--- src/design/ftsm_ram.sv ---
// Generic single-write, single-read RAM with registered read data.
`timescale 1ns / 1ps
module ftsm_ram #(
  parameter int WIDTH = 8,
  parameter int DEPTH = 64
) (
  input  logic                     clk,
  input  logic                     we,
  input  logic [$clog2(DEPTH)-1:0] waddr,
  input  logic [WIDTH-1:0]         wdata,
  input  logic [$clog2(DEPTH)-1:0] raddr,
  output logic [WIDTH-1:0]         rdata
);

  logic [WIDTH-1:0] mem [DEPTH];

  always_ff @(posedge clk) begin
    if (we) begin
      mem[waddr] <= wdata;
    end
    rdata <= mem[raddr];
  end

endmodule

--- config.mk ---
export PLATFORM = sky130hd
export DESIGN_NAME = ftsm_ram
export DESIGN_NICKNAME = d
export VERILOG_FILES = /design/src/design/ftsm_ram.sv
export SDC_FILE = /design/constraint.sdc
export NUM_CORES = 1
export LEC_CHECK = 0
export BUFFER_PORTS_ARGS = -buffer_cell sky130_fd_sc_hd__buf_2
export CAP_MARGIN = 10
export CELL_PAD_IN_SITES_DETAIL_PLACEMENT = 1
export CELL_PAD_IN_SITES_GLOBAL_PLACEMENT = 2
export CORE_ASPECT_RATIO = 1.4
export CORE_MARGIN = 3
export CORE_UTILIZATION = 47
export CTS_BUF_LIST = sky130_fd_sc_hd__clkbuf_4 sky130_fd_sc_hd__clkbuf_8
export CTS_CLUSTER_DIAMETER = 100
export DETAILED_ROUTE_END_ITERATION = 10
export PLACE_DENSITY_LB_ADDON = 0.2
export SLEW_MARGIN = 20
export SYNTH_ARGS = -nofsm -noshare
export SYNTH_HDL_FRONTEND = slang
export SYNTH_SLANG_ARGS = --single-unit
--- constraint.sdc ---
create_clock -name clk -period 1.8 [get_ports clk]
set_clock_uncertainty 0.05 [all_clocks]
set_input_delay 0.09 -clock clk [delete_from_list [all_inputs] [get_ports clk]]
set_output_delay 0.09 -clock clk [all_outputs]
set_load 0.005 [all_outputs]
==> impl_metrics.json, run 1 <==
{
  "outcome": "complete, but fails checks",
  "violations": "negative setup slack",
  "switchingPower_mw": 5.46,
  "die-height_um": 251,
  "syn_area_um2": 20200,
  "overflow": 0,
  "setup_tns_ns": -0.479,
  "cp_top_family": "multiplexers",
  "final_util_pct": 56.2,
  "hold_violations": 0,
  "post-cts-setup-buffer-count": 0,
  "fp.dieW_um": 181,
  "rsz0062_at_grt": "yes",
  "syn_inst": 940,
  "final_nets": 1187,
  "rows": 89,
  "dp_slack_ns": -0.587,
  "io_pins": 30,
  "yosysMostFrequentCell": "edfxtp_1",
  "post-dp-hpwl_um": 32800,
  "crit_required_ns": 2.25,
  "max_stage_delay_ns": 0.54,
  "initial_utilization_pct": 47.7,
  "crit_path_frequent_cell": "mux4_2",
  "path_cells": "mux4_2, mux4_2, nor2_4, nor3_2, o2bb2ai_1",
  "yosys.area_share.simple_pct": 3.39,
  "drt-pass1-iter-count": 5,
  "final_layout_size_suffix_gt1_share_pct": 38.3,
  "synth_top_family_by_area": "multiplexers",
  "comb_power_share_pct": 6.1,
  "wl_per_cell_um": 28.6,
  "synth_warnings": 0,
  "cp.buffers_inverters": 0,
  "antenna_found_initial": 3,
  "ir_worst_vdd_v": 0.000619,
  "grt.total_usage_pct": 22.8,
  "num_vias": 10273,
  "grt_pass1_wl_um": 75000,
  "fin_hold_ws_ns": 0.00670,
  "clock_sinks": 520,
  "maxSlewViolCount": 0,
  "ys_dominant_reg_cell": "edfxtp_1",
  "critPathMaxFanout": 1,
  "grt_max_degree": 65,
  "relSlewSlack_pct": 35.0,
  "yosys.area.top_type": "edfxtp_1",
  "muxShareOfSynthArea_pct": 15.9,
  "syn-num-nets": 962,
  "synthTopCellsByCount": "edfxtp_1, mux4_2, nor2_1",
  "ys_types": 40,
  "intPower_mw": 19.2,
  "crit_arrival_ns": 2.35,
  "setup_violations": 8,
  "grt_pass1_vias": 11194,
  "cts-root-buf": "clkbuf_8",
  "syn_avg_cell_area_um2": 21.5,
  "cts_buffers": 78,
  "synth_edf_count": 512,
  "met3WireLength_um": 2520,
  "end_kind": "flop",
  "top_layer_used": "met4",
  "routed-wl-met2_um": 26600,
  "p_seq_share_pct": 54.6,
  "drtIter0Drc": 927,
  "wl_met1_um": 19700,
  "r2r_slack_ns": -0.1,
  "synthArstFlopShare_pct": 0,
  "power_density_nw_per_um2": 1040,
  "yosys_register_bits": 520,
  "critPathLaunchType": "flop",
  "min-delay-path-class": "input pin to flop",
  "fp.coreArea_um2": 42300,
  "synth_fa_ha_area_share_pct": 0,
  "synth_xor_area_share_pct": 0,
  "clk_pin_slew_worst_paths_ns": 0.06,
  "viasPerCell": 5.80,
  "port_buffers": 29,
  "gp_congestion": 0.802,
  "worstSetupPathType": "flop to flop",
  "cap_violations": 0,
  "synth_area_leaders": "edfxtp_1, mux4_2, nor2_1",
  "clk_latency_ns": 0.64,
  "wl_um": 50700,
  "period_needed_ns": 1.90,
  "switching_share_pct": 22.2,
  "ys_seq_area_share_pct": 77.0,
  "htreeDepth": 3,
  "remaining_drc_errors": 0,
  "synth_top_area_share_pct": 76.2,
  "die_area_um2": 45500,
  "ant_nets": 0,
  "power.leakage_nw": 7.82,
  "area_delta_synth_final_pct": 18.0,
  "clockBufferDepth": 3,
  "synth_compound_area_share_pct": 2.07,
  "period_share_pct": 105,
  "setup_ws_ns": -0.0978,
  "crit_path_top_delay_cell": "mux4_2",
  "tightest_slew_ns": 0.974,
  "cts_tree": "done",
  "max_freq_ghz": 0.527,
  "pwr-share-clk_pct": 39.3
}
==> area by class of cell <==
class	count	area [um^2]
fill	3768	18500
sequential	520	15500
multi-input combinational	369	4480
timing repair buffer	196	1550
clock buffer	92	1200
tap	546	683
clock inverter	46	348
antenna	1	2.50
==> final timing paths <==
check | startpoint | to | depth (start not counted)
worst max register to register | mem[14][2] | rdata[2] | 5
worst min register to register | mem[31][4] | rdata[4] | 3
worst max-delay path | mem[14][2] | rdata[2] | 5
worst min-delay path | wdata[3] | mem[39][3] | 1
==> routing by layer <==
layer	vias to the layer above	track usage, %
met5	-	0
met4	0	9.39
met3	100	3.79
met2	287	39.4
met1	5512	28.9
li1	4374	-
==> cell usage in the layout, fill, tap and decap left out, types with 4 or more instances in the layout <==
master         count
mux2_2             9
clkinvlp_4         5
clkbuf_4          11
bufinv_16          5
clkinv_2          20
nor3_1             4
a211oi_1           4
nor2b_1           14
buf_2             25
dlygate4sd3_1      5
edfxtp_1         512
clkinv_1          16
mux2_4             4
nand2_1           19
nand3_1           13
buf_12            10
o22ai_1            8
nand2b_1           7
o221ai_1           8
clkbuf_8          82
buf_4            155
nor2_1            80
dfxtp_1            8
mux4_2           126
mux2i_1           23
==> worst reg2reg max path, cell delays in order, from the launching register on <==
cell and delay, ns:
edfxtp_1 0.36, mux4_2 0.50, mux4_2 0.54, nor2_4 0.15
nor3_2 0.06, o2bb2ai_1 0.12
==> kinds of logic after synthesis <==
| family | after synthesis |
|---|---|
| flops | 520 |
| mux | 162 |
| simple gates | 153 |
| compound gates | 54 |
| buf+inv | 51 |
==> sequential cells by signal, indices dropped and copies added (netlist names) <==
name   flops
mem      512
rdata      8
==> power by group through the flow <==
stage / logic (mW) / registers, mW / clock network, mW
3_3_place_gp: 1.41 / 13.7 / 0
2_1_floorplan: 0.715 / 13.7 / 0
3_5_place_dp: 1.45 / 13.7 / 0
6_report: 1.49 / 13.5 / 9.69
4_1_cts: 1.50 / 13.5 / 9.91
5_1_grt: 1.59 / 13.5 / 10.4
==> per-stage QoR <==
step	instance area, um^2	cells	total power, mW
finish	23800	1770	24.6
global route	23800	1770	25.5
CTS	23800	1769	24.9
detailed placement	22000	1627	15.2
global placement	22000	1627	15.1
floorplan	20200	940	14.4
==> repair_timing <==
action | in CTS | in global routing
hold endpoints to repair | 47 | 0
hold buffers | 5 | 0
setup endpoints to repair | 8 | 8
pin swaps | 3 | 3
gates resized for setup | 26 | 5
gates cloned | 0 | 0
Note: power is estimated with default switching activity, not from simulation.
==> inputs of run 2 (changes only) <==
Settings changed: GPL_TIMING_DRIVEN from default to 0, SLEW_MARGIN 20 to 5.
==> impl_metrics.json, run 2 (same netlist as run 1, synthesis figures left out) <==
{
  "outcome": "complete, but fails checks",
  "violations": "negative setup slack",
  "cp.depth": 5,
  "reg2reg_depth": 5,
  "maxSlewViolCount": 0,
  "viasPerCell": 5.94,
  "wl_um": 53300,
  "critPathMaxFanout": 1,
  "regMostFlops": "mem",
  "worstSetupPathType": "flop to flop",
  "dp_slack_ns": -1.22,
  "cp_top_family": "multiplexers",
  "gp_congestion": 0.846,
  "dp_cells": 1507,
  "drt-pass1-iter-count": 5,
  "top_regs": "mem (512), rdata (8)",
  "crit_path_top_delay_cell": "mux4_2",
  "cap_violations": 0,
  "wl_per_cell_um": 32.0,
  "power_density_nw_per_um2": 1050,
  "hold_violations": 0,
  "critPathLaunchType": "flop",
  "fin_hold_ws_ns": 0.102,
  "busiest_layer": "met2",
  "cp.buffers_inverters": 0,
  "crit_arrival_ns": 2.50,
  "period_share_pct": 114,
  "use_met1_pct": 29.4,
  "antenna_found_initial": 3,
  "setup_tns_ns": -3.74,
  "crit_path_frequent_cell": "mux4_2",
  "grt_pass1_wl_um": 76300,
  "die-height_um": 251,
  "cts-root-buf": "clkbuf_8",
  "cts_buffers": 78,
  "largest_register_ffs": 512,
  "cts_tree": "done",
  "min-delay-path-class": "input pin to flop",
  "initial_utilization_pct": 47.7,
  "remaining_drc_errors": 0,
  "die_area_um2": 45500,
  "post_dp_cell_area_um2": 21000,
  "grt_use_met3_pct": 4.75,
  "post-cts-setup-buffer-count": 0,
  "fp.dieW_um": 181,
  "max_stage_delay_ns": 0.57,
  "final_nets": 1078,
  "drtIter0Drc": 888,
  "whs_path_depth": 3,
  "area_delta_synth_final_pct": 14.0,
  "overflow": 0,
  "ir_worst_vdd_v": 0.000793,
  "final_cells": 1663,
  "post-dp-hpwl_um": 34200,
  "grt_max_degree": 65,
  "setup_ws_ns": -0.252,
  "io_pins": 30,
  "rsz0062_at_grt": "yes",
  "layout_commonest_cell": "edfxtp_1",
  "final_util_pct": 54.3,
  "final_layout_size_suffix_gt1_share_pct": 34.8,
  "end_kind": "flop",
  "setup_violations": 78,
  "grt_pass1_vias": 10599,
  "finalPower_mw": 24.2,
  "max_freq_ghz": 0.487,
  "layout_common_cells": "edfxtp_1, mux4_2, clkbuf_8",
  "path_cells": "mux4_2, mux4_2, nor2_4, nor3_4, o2bb2ai_4",
  "period_needed_ns": 2.05,
  "num_vias": 9880,
  "power.leakage_nw": 7.15,
  "fp.coreArea_um2": 42300,
  "grt.total_usage_pct": 23.8,
  "clockBufferDepth": 3,
  "clock_sinks": 520,
  "relSlewSlack_pct": 21.5,
  "clk_latency_ns": 0.65,
  "port_buffers": 21,
  "tightest_slew_ns": 1.18,
  "clk_pin_slew_worst_paths_ns": 0.07,
  "htreeDepth": 3,
  "rows": 89,
  "crit_required_ns": 2.25,
  "ant_nets": 0,
  "finalInstanceArea_um2": 23000,
  "grt_util_met2_pct": 41.1
}
-- run 2: cell types whose count changed in the layout (fill, tap and decap cells not counted), sizes merged --
cell | previous run | this run
clkinvlp | 5 | 3
inv | 0 | 1
clkdlybuf4s15 | 0 | 2
clkinv | 36 | 28
clkbuf | 93 | 126
bufinv | 5 | 0
dlygate4sd3 | 5 | 8
buf | 190 | 59
-- run 2: timing repair --
action                                  4_1_cts  5_1_grt
hold buffers                                  1        7
gates cloned                                  0        0
pin swaps                                     0        3
endpoints found under the setup margin       83      207
endpoints found under the hold margin         3      160
resized for setup                            48       38
-- run 2: metal layers --
metal | vias to the layer above | part of all wire, % | wire length [um]
met5 | - | 0.024 | 13
met4 | 2 | 4.0 | 2120
met3 | 96 | 5.5 | 2960
met2 | 338 | 53 | 28000
met1 | 5282 | 38 | 20200
li1 | 4162 | - | -
-- run 2: worst paths after layout --
check	from	to	slack, ns
worst max-delay path	mem[3][0]	rdata[0]	-0.25
worst min-delay path	waddr[0]	mem[49][2]	0.10
worst max register to register	mem[3][0]	rdata[0]	-0.25
worst min register to register	mem[7][7]	rdata[7]	0.87
-- run 2: worst min-delay path, stage by stage --
cell,delay [ns]
buf_2,0.16
nand4_1,0.18
nor3_2,0.15
-- run 2: report_power, final --
| part | internal (mW) | leakage (nW) | switching [mW] |
|---|---|---|---|
| Combinational | 0.549 | 1.69 | 0.946 |
| Sequential | 13.4 | 4.67 | 0.0236 |
| Clock | 4.78 | 0.782 | 4.48 |
-- run 2: final cells by class --
type | instances | area, um^2
diodes | 1 | 2.50
clock buffers | 108 | 1330
well taps | 546 | 683
fillers | 3713 | 19300
repair buffers | 36 | 325
flip-flops and latches | 520 | 15500
plain buffers | 51 | 349
clock inverters | 32 | 148
multi-input cells | 369 | 4620
==> inputs of run 3 (changes only) <==
Settings changed: CORE_UTILIZATION 47 to 50.
Clock period 1.8 ns to 2.4 ns, I/O delays scaled along.
==> impl_metrics.json, run 3 (same netlist as run 1, synthesis figures left out) <==
{
  "outcome": "finished clean",
  "clockBufferDepth": 3,
  "max_stage_delay_ns": 0.47,
  "ant_nets": 0,
  "grt_pass1_wl_um": 74300,
  "drtIter0Drc": 1083,
  "tightest_slew_ns": 1.28,
  "worstSetupPathType": "input pin to flop",
  "finalPower_mw": 17.9,
  "clock_sinks": 520,
  "overflow": 0,
  "cts_buffers": 76,
  "crit_required_ns": 2.84,
  "die_area_um2": 42800,
  "crit_path_top_delay_cell": "buf_2",
  "min-delay-path-class": "input pin to flop",
  "num_vias": 9798,
  "area_delta_synth_final_pct": 12.0,
  "final_layout_size_suffix_gt1_share_pct": 28.4,
  "relSlewSlack_pct": 14.8,
  "fp.dieW_um": 176,
  "critPathMaxFanout": 10,
  "path_cells": "buf_4, buf_2, buf_4, buf_2, mux4_2, mux2i_1, a21oi_1, o21ai_0, nand2_1",
  "io_pins": 30,
  "min_from": "waddr[0]",
  "regMostFlops": "mem",
  "critPathLaunchType": "input pin",
  "htreeDepth": 3,
  "clk_pin_slew_worst_paths_ns": 0.06,
  "power.leakage_nw": 7.07,
  "maxSlewViolCount": 0,
  "layout_commonest_cell": "edfxtp_1",
  "cts_tree": "done",
  "cts-root-buf": "clkbuf_8",
  "wl_um": 51700,
  "initial_utilization_pct": 50.9,
  "power_density_nw_per_um2": 792,
  "cap_violations": 0,
  "grt_pass1_vias": 10579,
  "fp.coreArea_um2": 39600,
  "period_share_pct": 94.7,
  "layout_common_cells": "edfxtp_1, mux4_2, nor2_1",
  "rows": 86,
  "grt_max_degree": 65,
  "rsz0062_at_grt": "no",
  "ir_worst_vdd_v": 0.000520,
  "die-height_um": 244,
  "gp_congestion": 0.823,
  "max_freq_ghz": 0.440,
  "reg2reg_depth": 5,
  "r2r-start": "mem[28][4]",
  "clk_latency_ns": 0.64,
  "period_needed_ns": 2.27,
  "wl_per_cell_um": 31.5,
  "end_kind": "flop",
  "largest_register_ffs": 512,
  "hold_violations": 0,
  "cp_top_family": "buffers and inverters",
  "top_regs": "mem (512), rdata (8)",
  "grt.total_usage_pct": 24.9,
  "port_buffers": 21,
  "cp.depth": 9,
  "startpoint": "raddr[1]",
  "remaining_drc_errors": 0,
  "final_nets": 1075,
  "cp.buffers_inverters": 4,
  "drt-pass1-iter-count": 5,
  "setup_violations": 0,
  "crit_arrival_ns": 2.71,
  "post-dp-hpwl_um": 33700,
  "final_util_pct": 57.0,
  "antenna_found_initial": 2,
  "whs_path_depth": 3,
  "viasPerCell": 5.96
}
==> run 3: cell types whose count changed in the layout (fill, tap and decap cells not counted), moves of 4 or more <==
cell      change
nor2_4        -5
nor2_2       -35
clkbuf_8      -4
nor3_1        +4
buf_4         -4
nor2_1       +40
clkinv_1      +5
buf_2         +6
==> run 3: final timing paths <==
path | end | slack, ns
worst min-delay path | mem[49][3] | 0.09
worst max-delay path | rdata[7] | 0.13
worst max register to register | rdata[4] | 0.24
worst min register to register | rdata[7] | 0.88
==> run 3: metrics by stage <==
step / std cells / instance area, um^2 / setup TNS (ns) / setup slack (ns) / hold WS [ns]
after detailed placement: 1490 / 20900 / -12.49 / -0.593 / 0.432
after floorplan: 940 / 20200 / 0 / 0.562 / 0.169
after global routing: 1644 / 22600 / 0 / 0.0624 / 0.0833
final: 1644 / 22600 / 0 / 0.127 / 0.0948
after CTS: 1631 / 22400 / 0 / 0.0664 / 0.0483
after global placement: 1489 / 20900 / -8.82 / -0.556 / 0.446
==> run 3: timing repair <==
action,in CTS,in global routing
endpoints found under the hold margin,3,122
hold buffers,1,6
buffers inserted,0,0
setup endpoints to repair,0,2
gates resized for setup,0,2
==> run 3: layout make-up <==
type                       instances  area, um^2
sequential                       520       15500
fill                            3488       17000
tap                              528         661
timing repair buffer              35         303
antenna                            1        2.50
buffer                            51         318
clock buffer                     106        1290
multi-input combinational        369        4320
clock inverter                    34         153
==> run 3: where the power goes <==
part / switching [mW] / internal [mW] / leakage [nW] / total (mW)
clock: 3.29 / 3.49 / 0.763 / 6.77
sequential: 0.0177 / 10.1 / 4.67 / 10.1
combinational: 0.664 / 0.381 / 1.63 / 1.05
==> run 3: per-layer routing <==
| metal | up-vias | track usage [%] | share of wire [%] |
|---|---|---|---|
| li1 | 4165 | - | - |
| met1 | 5222 | 31.0 | 37 |
| met2 | 334 | 43.4 | 54 |
| met3 | 77 | 4.43 | 5.7 |
| met4 | 0 | 9.74 | 3.2 |
| met5 | - | 0 | 0 |
==> run 3: worst min-delay path: stages <==
cell and delay, ns:
buf_2 0.15, nand4_1 0.16, nor3_1 0.14
