**src/design/ftsm_pkg.sv**
```systemverilog
// Shared types and constants for the frame time spike monitor.
`timescale 1ns / 1ps
package ftsm_pkg;

  localparam int HIST_DEPTH = 64;
  localparam int HIST_AW    = 6;
  localparam int CNT_W      = 7;
  localparam int ZONE_COUNT = 13;
  localparam int SUM_W      = 38;
  localparam int ENTRY_W    = 73;

  localparam logic [3:0]       NO_ZONE      = 4'd13;
  localparam logic [3:0]       PRESENT_ZONE = 4'd4;
  localparam logic [3:0]       LAST_PHASE   = 4'd3;
  localparam logic [CNT_W-1:0] NO_AGE       = 7'd64;

  localparam logic [1:0] FUNC_BEGIN  = 2'd0;
  localparam logic [1:0] FUNC_SAMPLE = 2'd1;
  localparam logic [1:0] FUNC_END    = 2'd2;

  localparam logic [1:0] REG_RATIO  = 2'd0;
  localparam logic [1:0] REG_DELTA  = 2'd1;
  localparam logic [1:0] REG_WARMUP = 2'd2;

  typedef struct packed {
    logic [3:0]  ws;
    logic [3:0]  wp;
    logic        spike;
    logic [31:0] present;
    logic [31:0] cpu;
  } hist_entry_t;

endpackage

```
**src/design/ftsm_div.sv**
```systemverilog
// Restoring serial divider: one quotient bit per cycle.
`timescale 1ns / 1ps
module ftsm_div (
  input  logic                        clk,
  input  logic                        rst,
  input  logic                        start,
  input  logic [ftsm_pkg::SUM_W-1:0]  dividend,
  input  logic [ftsm_pkg::CNT_W-1:0]  divisor,
  output logic                        done,
  output logic [31:0]                 quotient
);
  import ftsm_pkg::*;

  logic                 busy;
  logic [5:0]           cnt;
  logic [CNT_W-1:0]     rem;
  logic [SUM_W-1:0]     quo;
  logic [CNT_W:0]       trial;
  logic                 qbit;
  logic [CNT_W-1:0]     rem_next;

  always_comb begin
    trial    = {rem, quo[SUM_W-1]};
    qbit     = trial >= {1'b0, divisor};
    rem_next = qbit ? CNT_W'(trial - {1'b0, divisor}) : trial[CNT_W-1:0];
  end

  always_ff @(posedge clk) begin
    if (rst) begin
      busy <= 1'b0;
      done <= 1'b0;
    end else begin
      done <= 1'b0;
      if (start) begin
        busy <= 1'b1;
        cnt  <= '0;
        rem  <= '0;
        quo  <= dividend;
      end else if (busy) begin
        rem <= rem_next;
        quo <= {quo[SUM_W-2:0], qbit};
        cnt <= cnt + 6'd1;
        if (cnt == 6'(SUM_W - 1)) begin
          busy <= 1'b0;
          done <= 1'b1;
        end
      end
    end
  end

  assign quotient = quo[31:0];

endmodule

```
**config.mk**
```make
export PLATFORM = sky130hd
export DESIGN_NAME = ftsm_div
export DESIGN_NICKNAME = d
export VERILOG_FILES = /design/src/design/ftsm_pkg.sv /design/src/design/ftsm_div.sv
export SDC_FILE = /design/constraint.sdc
export NUM_CORES = 1
export LEC_CHECK = 0
export BUFFER_PORTS_ARGS = -buffer_cell sky130_fd_sc_hd__buf_2
export CORE_ASPECT_RATIO = 0.75
export CORE_MARGIN = 2
export CORE_UTILIZATION = 30
export CTS_CLUSTER_DIAMETER = 200
export CTS_CLUSTER_SIZE = 28
export DETAILED_ROUTE_END_ITERATION = 10
export GPL_TIMING_DRIVEN = 0
export PLACE_DENSITY = 0.62
export SYNTH_ARGS = -nofsm -noshare
export SYNTH_HDL_FRONTEND = slang
export SYNTH_SLANG_ARGS = --single-unit
export TNS_END_PERCENT = 50
```
**constraint.sdc**
```tcl
create_clock -name clk -period 5.2 [get_ports clk]
set_input_delay 0.26 -clock clk [delete_from_list [all_inputs] [get_ports clk]]
set_output_delay 0.26 -clock clk [all_outputs]
set_load 0.03 [all_outputs]
```
==> impl_metrics.py, run 1 <==
metrics = {
    "route": {
        "vias": 1908,
        "drt-total-wl_um": 5420,
        "ant_nets": 0,
        "drtIter0Drc": 105,
        "viasPerCell": 4.36,
        "avgRoutedWirePerCell_um": 12.4,
        "drtPass1Iterations": 4,
        "drc": 0,
    },
    "synthesis": {
        "synth_edf_count": 51,
        "ys_warn_count": 0,
        "synthCells": 222,
        "synth_adder_area_share_pct": 4.59,
        "async_flop_share_pct": 0,
        "synth_top_family_by_area": "multiplexers",
        "synthSimpleGateAreaFrac_pct": 6.62,
        "ys_seq_elements": 53,
        "synth-compound-area-share_pct": 6.40,
        "synth_seq_area_share_pct": 54.3,
        "synth.distinct_cells": 37,
        "avgSynthCellArea_sq_um": 13.0,
        "synth_mux_area_share_pct": 15.5,
        "synth_area_sq_um": 2890,
        "synthFlopType": "edfxtp_1",
        "syn_nets": 280,
        "synth-xor-area-share_pct": 1.82,
    },
    "floorplanning": {
        "io_pins": 81,
        "initial_core_util_pct": 31.4,
        "die_y_um": 89.0,
        "core_sq_um": 9200,
        "rows": 30,
        "die_w_um": 117,
        "die-area_sq_um": 10400,
    },
    "global_routing": {
        "grt_max_degree": 28,
        "antenna_found_initial": 0,
        "grt_pass1_wl_um": 8960,
        "grt_use_total_pct": 11.0,
        "grt_pass1_vias": 1804,
        "grt_overflow": 0,
    },
    "clocking": {
        "cts_setup_buffers": 0,
        "clk_path_buf_depth": 2,
        "cts_tree": "yes",
        "h-tree-depth": 2,
        "cts_sinks": 53,
        "root_buffer": "clkbuf_16",
        "clk_pin_slew_ps": 60,
        "cts_made_buffers": 5,
        "cts_resized": 0,
        "worstSkewPairLatency_ps": 280,
        "postCtsHoldBufs": 0,
    },
    "worst_setup_path": {
        "cp-endpoint": "rem[3]$_SDFFCE_PP0P_",
        "rr_startpoint": "quo[37]$_DFFE_PP_",
        "reg2reg_depth": 8,
        "setup.worst_path.end_class": "flip-flop",
        "regToRegSetupSlack_ps": 2950,
        "critPathLaunch": "quo[37]$_DFFE_PP_",
        "worstSetupStartpointType": "flip-flop",
        "r2r_end": "rem[3]$_SDFFCE_PP0P_",
        "arrival_ps": 2370,
        "worst_ep_required_time_ps": 5320,
        "cp_max_fo": 5,
        "timing.setup.critical_path_class": "flip-flop to flip-flop",
    },
    "finish": {
        "diodes": 0,
        "drive_above_1_share_pct": 54.5,
        "final_cells": 438,
        "nets": 367,
        "area_growth_pct": 24.9,
        "fin_area_sq_um": 3610,
    },
    "sta": {
        "fin_ws_ps": 2950,
        "max_freq_ghz": 0.445,
        "maxSlewHeadroom_pct": 46.7,
        "worst_pin_slew_ps": 797,
        "drv_slew": 0,
        "rsz0062_at_grt": "false",
        "hold_viol": 0,
        "skew_ps": 1.94,
        "fin_crit_ps": 2250,
        "fin_crit_sh_pct": 43.2,
        "tns_ps": 0,
        "setup_violations": 0,
    },
    "power_and_ir_drop": {
        "design_power_total_mw": 1.07,
        "p_per_area_nw_per_um2": 295,
        "peakVddDrop_mv": 0.133,
        "total_leakage_power_nw": 1.48,
    },
    "outcome": {
        "status": "complete, no violations",
    },
    "placement": {
        "hpwl_um": 4040,
        "dpl-instance-area_sq_um": 3470,
        "io_buffers": 79,
        "pre_cts_slack_ps": 2970,
        "dp_cells": 430,
        "gp_congestion": 0.773,
    },
    "min_path": {
        "hp-class": "input port to flip-flop",
    },
    "flow_run": {
        "drv_cap": 0,
    },
}
## cell type report
cell class	instances	area, sq um
timing repair buffer	80	415
sequential	53	1570
fill	913	5590
inverter	11	41.3
multi-input combinational	120	1020
buffer	38	269
tap	128	160
clock buffer	8	136
## cell usage after synthesis, drive strengths merged (2+ instances only)
| master | count | area, sq um |
|---|---|---|
| xor2 | 2 | 17.5 |
| nor2 | 13 | 51.3 |
| xnor2 | 4 | 35.0 |
| nand3 | 8 | 40.0 |
| nor3 | 6 | 30.0 |
| a22o | 2 | 17.5 |
| buf | 37 | 265 |
| o21ai | 6 | 33.8 |
| a21oi | 8 | 47.6 |
| ha | 9 | 113 |
| inv | 11 | 41.3 |
| mux2i | 2 | 20.0 |
| nand2 | 2 | 7.51 |
| mux2 | 38 | 428 |
| dfxtp | 2 | 40.0 |
| edfxtp | 51 | 1530 |
| a211oi | 2 | 15.0 |
| o21a | 2 | 15.0 |
| nor2b | 3 | 18.8 |
## critical path, stage by stage (launching register included)
cell       delay (ps)
edfxtp_1          350
inv_1              50
ha_1              200
fa_1              420
nand2b_2          220
o2bb2ai_2         140
a31oi_1           320
o21ai_0           170
a21oi_1           220
## layout by cell type, fill, tap and decap left out, drive strengths merged, types with 2 or more instances in the layout
| cell | n |
|---|---|
| dfxtp | 2 |
| mux2i | 2 |
| o21a | 2 |
| nand3 | 8 |
| nand2 | 2 |
| a211oi | 2 |
| xor2 | 2 |
| a21oi | 8 |
| clkbuf | 9 |
| ha | 9 |
| nor2b | 3 |
| nor3 | 6 |
| edfxtp | 51 |
| nor2 | 13 |
| mux2 | 38 |
| inv | 11 |
| xnor2 | 4 |
| buf | 117 |
| a22o | 2 |
| o21ai | 6 |
## through the flow
step / utilization [%] / hold slack (ps)
after CTS: 39.3 / 187
final: 39.3 / 190
after global placement: 37.5 / 448
after detailed placement: 37.8 / 468
after floorplan: - / 336
after global routing: 39.3 / 187
## worst min-delay path by stage
stage                      end  slack (ps)  cells past startpoint       startpoint
2_1_floorplan  done$_SDFF_PP0_         340                      1              rst
3_3_place_gp   done$_SDFF_PP0_         450                      2              rst
3_5_place_dp   done$_SDFF_PP0_         470                      1  busy$_SDFF_PP0_
4_1_cts        done$_SDFF_PP0_         190                      2              rst
5_1_grt        done$_SDFF_PP0_         190                      2              rst
6_report       done$_SDFF_PP0_         190                      2              rst
## kinds of logic after synthesis
kind of cell             after synthesis
flip-flops                            53
XOR/XNOR                               6
AO/OA/AOI/OAI                         26
AND/OR/NAND/NOR                       38
multiplexers                          40
buffers and inverters                 49
adder cells (fa/ha/maj)               10
## per-layer routing
layer | routed length [um] | track usage, % | vias to the layer above | part of all wire [%]
met1 | 2740 | 15.9 | 884 | 50
li1 | - | - | 954 | -
met5 | 0 | 0 | - | 0
met2 | 2280 | 15.7 | 63 | 42
met3 | 344 | 3.44 | 7 | 6.3
met4 | 60 | 3.29 | 0 | 1.1
## state kept, by name, summed over array words and instances, names as in the netlist
name  count
done      1
busy      1
quo      38
rem       7
cnt       6
## where the power goes
group	leakage (nW)	total [mW]	switching [mW]	internal, mW
Sequential	0.505	0.522	0.0149	0.508
Clock	0.0652	0.319	0.139	0.179
Combinational	0.910	0.226	0.120	0.105
Note: power is estimated with default switching activity, not from simulation.
==> run 2, diff against run 1 <==
clock period = 2.3 ns   (was 5.2 ns; I/O delays follow)
==> run 2 against run 1 <==
- hold slack lost 140 ps
- highest routed layer unchanged
- largest power group unchanged
- clock power grew to 2.6 times the previous value
- register-to-register slack lost 2800 ps
- core utilization grew 0.35 points
==> impl_metrics.py, run 2 (same netlist as run 1, synthesis figures left out) <==
metrics = {
    "global_routing": {
        "grt_pass1_wl_um": 9090,
        "grt_overflow": 0,
        "antenna_found_initial": 0,
        "grt_use_total_pct": 10.9,
        "grt_pass1_vias": 1843,
        "grt_max_degree": 28,
    },
    "route": {
        "drtPass1Iterations": 4,
        "drc": 0,
        "ant_nets": 0,
        "avgRoutedWirePerCell_um": 12.6,
        "vias": 1890,
        "drt-total-wl_um": 5520,
        "route.layer.met1.wl_um": 2750,
        "route.met2.wl_um": 2390,
        "drtIter0Drc": 57,
        "highest_layer": "met4",
        "viasPerCell": 4.32,
        "route.met3.wl_um": 335,
    },
    "worst_setup_path": {
        "regToRegSetupSlack_ps": 150,
        "arrival_ps": 2300,
        "timing.setup.critical_path_class": "flip-flop to flip-flop",
        "worstSetupStartpointType": "flip-flop",
        "setup.worst_path.end_class": "flip-flop",
        "worst_ep_required_time_ps": 2450,
        "cp_max_fo": 8,
    },
    "floorplanning": {
        "rows": 30,
        "die_w_um": 117,
        "io_pins": 81,
        "core_sq_um": 9200,
        "initial_core_util_pct": 31.4,
        "die_y_um": 89.0,
        "die-area_sq_um": 10400,
    },
    "finish": {
        "nets": 367,
        "largest-register": "quo",
        "mostFrequentLayoutCells": "84 x buf_2, 51 x edfxtp_1, 38 x mux2_2",
        "reg_top3": "quo: 38 flops, rem: 7 flops, cnt: 6 flops",
        "n_fill_cell": 923,
        "multiInputGateArea_sq_um": 1020,
        "drive_above_1_share_pct": 55.2,
        "largest_reg_flops": 38,
        "seq_area_sq_um": 1570,
        "area_growth_pct": 26.0,
        "final_common_cell": "buf_2",
        "diodes": 0,
        "final_cells": 438,
    },
    "sta": {
        "tns_ps": 0,
        "rsz0062_at_grt": "false",
        "worst_pin_slew_ps": 802,
        "setup_violations": 0,
        "max_freq_ghz": 0.466,
        "skew_ps": 6.78,
        "fin_crit_ps": 2150,
        "maxSlewHeadroom_pct": 46.4,
        "drv_slew": 0,
        "hold_viol": 0,
        "fin_crit_sh_pct": 93.3,
    },
    "placement": {
        "hpwl_um": 4120,
        "dp_cells": 430,
        "io_buffers": 79,
        "gp_congestion": 0.769,
    },
    "power_and_ir_drop": {
        "total_leakage_power_nw": 1.49,
        "p_per_area_nw_per_um2": 694,
        "peakVddDrop_mv": 0.255,
    },
    "clocking": {
        "h-tree-depth": 2,
        "clk_pin_slew_ps": 70,
        "cts_tree": "yes",
        "cts_setup_buffers": 0,
        "clk_path_buf_depth": 2,
        "cts_sinks": 53,
        "root_buffer": "clkbuf_16",
        "worstSkewPairLatency_ps": 290,
        "cts_made_buffers": 5,
    },
    "outcome": {
        "status": "complete, no violations",
    },
    "flow_run": {
        "drv_cap": 0,
    },
    "min_path": {
        "hp-class": "input port to flip-flop",
    },
}
## run 2: changes by cell type in the layout (fill, tap and decap cells not counted), sizes merged
cell / previous run / this run
clkbuf: 9 / 7
bufinv: 0 / 1
clkinv: 0 / 1
## run 2: timing repair
action                     4_1_cts  5_1_grt
resized for setup                0        1
hold buffers                     0        0
setup endpoints to repair        0        4
## run 2: path summary, 6_finish.rpt
path	from	cells past startpoint	endpoint
max reg2reg	quo[37]$_DFFE_PP_	8	rem[6]$_SDFFCE_PP0P_
min reg2reg	busy$_SDFF_PP0_	1	done$_SDFF_PP0_
min	rst	2	done$_SDFF_PP0_
max	quo[37]$_DFFE_PP_	8	rem[6]$_SDFFCE_PP0P_
## run 2: power breakdown
group          switching, mW  internal (mW)
Sequential            0.0336           1.15
Combinational          0.272          0.238
Clock                  0.325          0.511
Total                  0.630           1.90
## run 2: stage by stage
stage | hold slack, ps | util [%] | cell area, sq um | power (mW) | worst slack (ps)
global placement | 315 | 37.5 | 3450 | 1.70 | -811
finish | 45.4 | 39.6 | 3640 | 2.53 | 153
floorplan | 191 | - | 2890 | 1.57 | 134
CTS | 34.7 | 39.6 | 3640 | 2.57 | 69.4
global route | 51.5 | 39.6 | 3640 | 2.65 | 37.1
detailed placement | 343 | 37.8 | 3470 | 1.72 | 91.5
## run 2: metal layers
| metal | global-route usage (%) | vias to the layer above |
|---|---|---|
| li1 | - | 953 |
| met1 | 15.2 | 876 |
| met2 | 16.8 | 53 |
| met3 | 3.51 | 8 |
| met4 | 2.63 | 0 |
| met5 | 0 | - |
## run 2: layout make-up
type                            count  area share, %
Timing Repair Buffer               80           11.4
Clock buffer                        6           3.54
Buffer                             38           7.38
Tap cell                          128           4.40
Multi-Input combinational cell    120           28.1
Sequential cell                    53           43.1
Inverter                           11           1.13
Clock inverter                      2          0.927
## run 2: worst max-delay path: stages (launching register included)
cell	delay, ps
edfxtp_1	350
inv_1	50
ha_1	200
fa_1	410
nand2b_2	220
o2bb2ai_2	150
a31o_2	270
a22o_1	240
a21oi_2	130
==> run 3, diff against run 2 <==
clock period = 2.58 ns   (was 2.3 ns; I/O delays follow)
==> run 3 against run 2 <==
- global-route usage is the same
- die area unchanged
- non-clock buffer count unchanged
- sequential cell count unchanged
- critical path type unchanged
- largest power group unchanged
- highest routed layer unchanged
==> impl_metrics.py, run 3 (same netlist as run 1, synthesis figures left out) <==
metrics = {
    "clocking": {
        "cts_made_buffers": 5,
        "clk_pin_slew_ps": 70,
        "cts_resized": 0,
        "worstSkewPairLatency_ps": 290,
        "cts_tree": "yes",
        "cts_setup_buffers": 0,
        "cts_sinks": 53,
        "postCtsHoldBufs": 0,
        "h-tree-depth": 2,
        "root_buffer": "clkbuf_16",
        "clk_path_buf_depth": 2,
    },
    "finish": {
        "multiInputGateArea_sq_um": 1020,
        "final_cells": 438,
        "area_growth_pct": 25.8,
        "reg_top3": "quo: 38 flops, rem: 7 flops, cnt: 6 flops",
        "largest_reg_flops": 38,
        "diodes": 0,
        "drive_above_1_share_pct": 54.8,
        "n_fill_cell": 922,
        "seq_area_sq_um": 1570,
        "fin_area_sq_um": 3640,
        "largest-register": "quo",
        "post-route-util_pct": 39.6,
        "mostFrequentLayoutCells": "84 x buf_2, 51 x edfxtp_1, 38 x mux2_2",
        "final_common_cell": "buf_2",
        "nets": 367,
    },
    "placement": {
        "hpwl_um": 4120,
        "dpl-instance-area_sq_um": 3470,
        "dp_cells": 430,
        "io_buffers": 79,
        "gp_congestion": 0.769,
    },
    "sta": {
        "skew_ps": 6.78,
        "hold_ws_ps": 59.4,
        "fin_crit_sh_pct": 87.3,
        "fin_crit_ps": 2250,
        "setup_violations": 0,
        "max_freq_ghz": 0.444,
        "rsz0062_at_grt": "false",
        "worst_pin_slew_ps": 802,
        "drv_slew": 0,
        "hold_viol": 0,
        "maxSlewHeadroom_pct": 46.4,
    },
    "route": {
        "ant_nets": 0,
        "avgRoutedWirePerCell_um": 12.6,
        "drtPass1Iterations": 4,
        "viasPerCell": 4.32,
        "drt-total-wl_um": 5520,
        "vias": 1893,
        "drc": 0,
        "drtIter0Drc": 57,
    },
    "floorplanning": {
        "die-area_sq_um": 10400,
        "die_y_um": 89.0,
        "rows": 30,
        "io_pins": 81,
        "die_w_um": 117,
        "initial_core_util_pct": 31.4,
        "core_sq_um": 9200,
    },
    "worst_setup_path": {
        "arrival_ps": 2360,
        "rr_startpoint": "quo[37]$_DFFE_PP_",
        "slowest_delay_ps": 410,
        "timing.setup.critical_path_class": "flip-flop to flip-flop",
        "r2r_end": "rem[3]$_SDFFCE_PP0P_",
        "setup.worst_path.end_class": "flip-flop",
        "worstSetupStartpointType": "flip-flop",
        "reg2reg_depth": 8,
        "worst_ep_required_time_ps": 2690,
        "cp_top_family": "compound AO/OA/AOI/OAI gates",
        "cp_cell_sequence": "inv_1, ha_1, fa_1, nand2b_2, o2bb2ai_2, a31oi_1, o21ai_0, a21oi_1",
        "path_buf_inv": 1,
        "cp_max_fo": 5,
        "critPathSlowestCell": "fa_1",
        "regToRegSetupSlack_ps": 330,
    },
    "global_routing": {
        "grt_pass1_vias": 1843,
        "antenna_found_initial": 0,
        "grt_use_total_pct": 10.9,
        "grt_pass1_wl_um": 9090,
        "met1_usage_pct": 15.2,
        "grt_overflow": 0,
        "grt_max_degree": 28,
        "busiest_layer": "met2",
        "met2_usage_pct": 16.8,
        "met3_usage_pct": 3.51,
    },
    "min_path": {
        "hp-class": "input port to flip-flop",
        "hp-start": "rst",
        "holdPathEnd": "done$_SDFF_PP0_",
        "min_delay_path_depth": 2,
    },
    "power_and_ir_drop": {
        "p_per_area_nw_per_um2": 619,
        "peakVddDrop_mv": 0.227,
        "design_power_total_mw": 2.25,
        "total_leakage_power_nw": 1.49,
    },
    "outcome": {
        "status": "complete, no violations",
    },
    "flow_run": {
        "drv_cap": 0,
    },
}
run 3: changes by cell type in the layout (fill, tap and decap cells not counted):
cell / delta
a31oi_2: -1
a31oi_1: +1
run 3: routing by layer:
metal	wire (um)	share of wire [%]	vias up
met1	2750	50	879
met3	335	6.1	8
met4	43	0.78	0
li1	-	-	953
met5	0	0	-
met2	2390	43	53
run 3: worst reg2reg max path, delay by kind of cell, from the launching register on:
kind            cells  cell delay [ps]
simple gates        1              220
buf+inv             1               50
compound gates      4              850
fa+ha+maj           2              610
flops               1              350
run 3: how the worst max path moves through the flow:
stage	startpoint	endpoint	cells past startpoint
finish	quo[37]$_DFFE_PP_	rem[3]$_SDFFCE_PP0P_	8
global route	quo[37]$_DFFE_PP_	rem[1]$_SDFFCE_PP0P_	8
CTS	quo[37]$_DFFE_PP_	rem[3]$_SDFFCE_PP0P_	8
detailed placement	quo[37]$_DFFE_PP_	rem[3]$_SDFFCE_PP0P_	8
global placement	start	quo[14]$_DFFE_PP_	3
floorplan	start	cnt[0]$_SDFFCE_PP0P_	3
run 3: cell type report:
class | instances | area share [%]
inverter | 11 | 1.14
multi-input combinational | 120 | 28.0
sequential | 53 | 43.2
clock buffer | 6 | 3.54
buffer | 38 | 7.40
tap | 128 | 4.40
clock inverter | 2 | 0.929
timing repair buffer | 80 | 11.4
run 3: stage by stage:
stage	setup slack, ps	setup TNS [ps]
2_1_floorplan	400	0
3_3_place_gp	-545	-28070
3_5_place_dp	372	0
4_1_cts	349	0
5_1_grt	222	0
6_report	328	0
run 3: where the power goes:
part | switching (mW) | internal, mW
clock | 0.290 | 0.455
combinational | 0.241 | 0.212
sequential | 0.0300 | 1.02
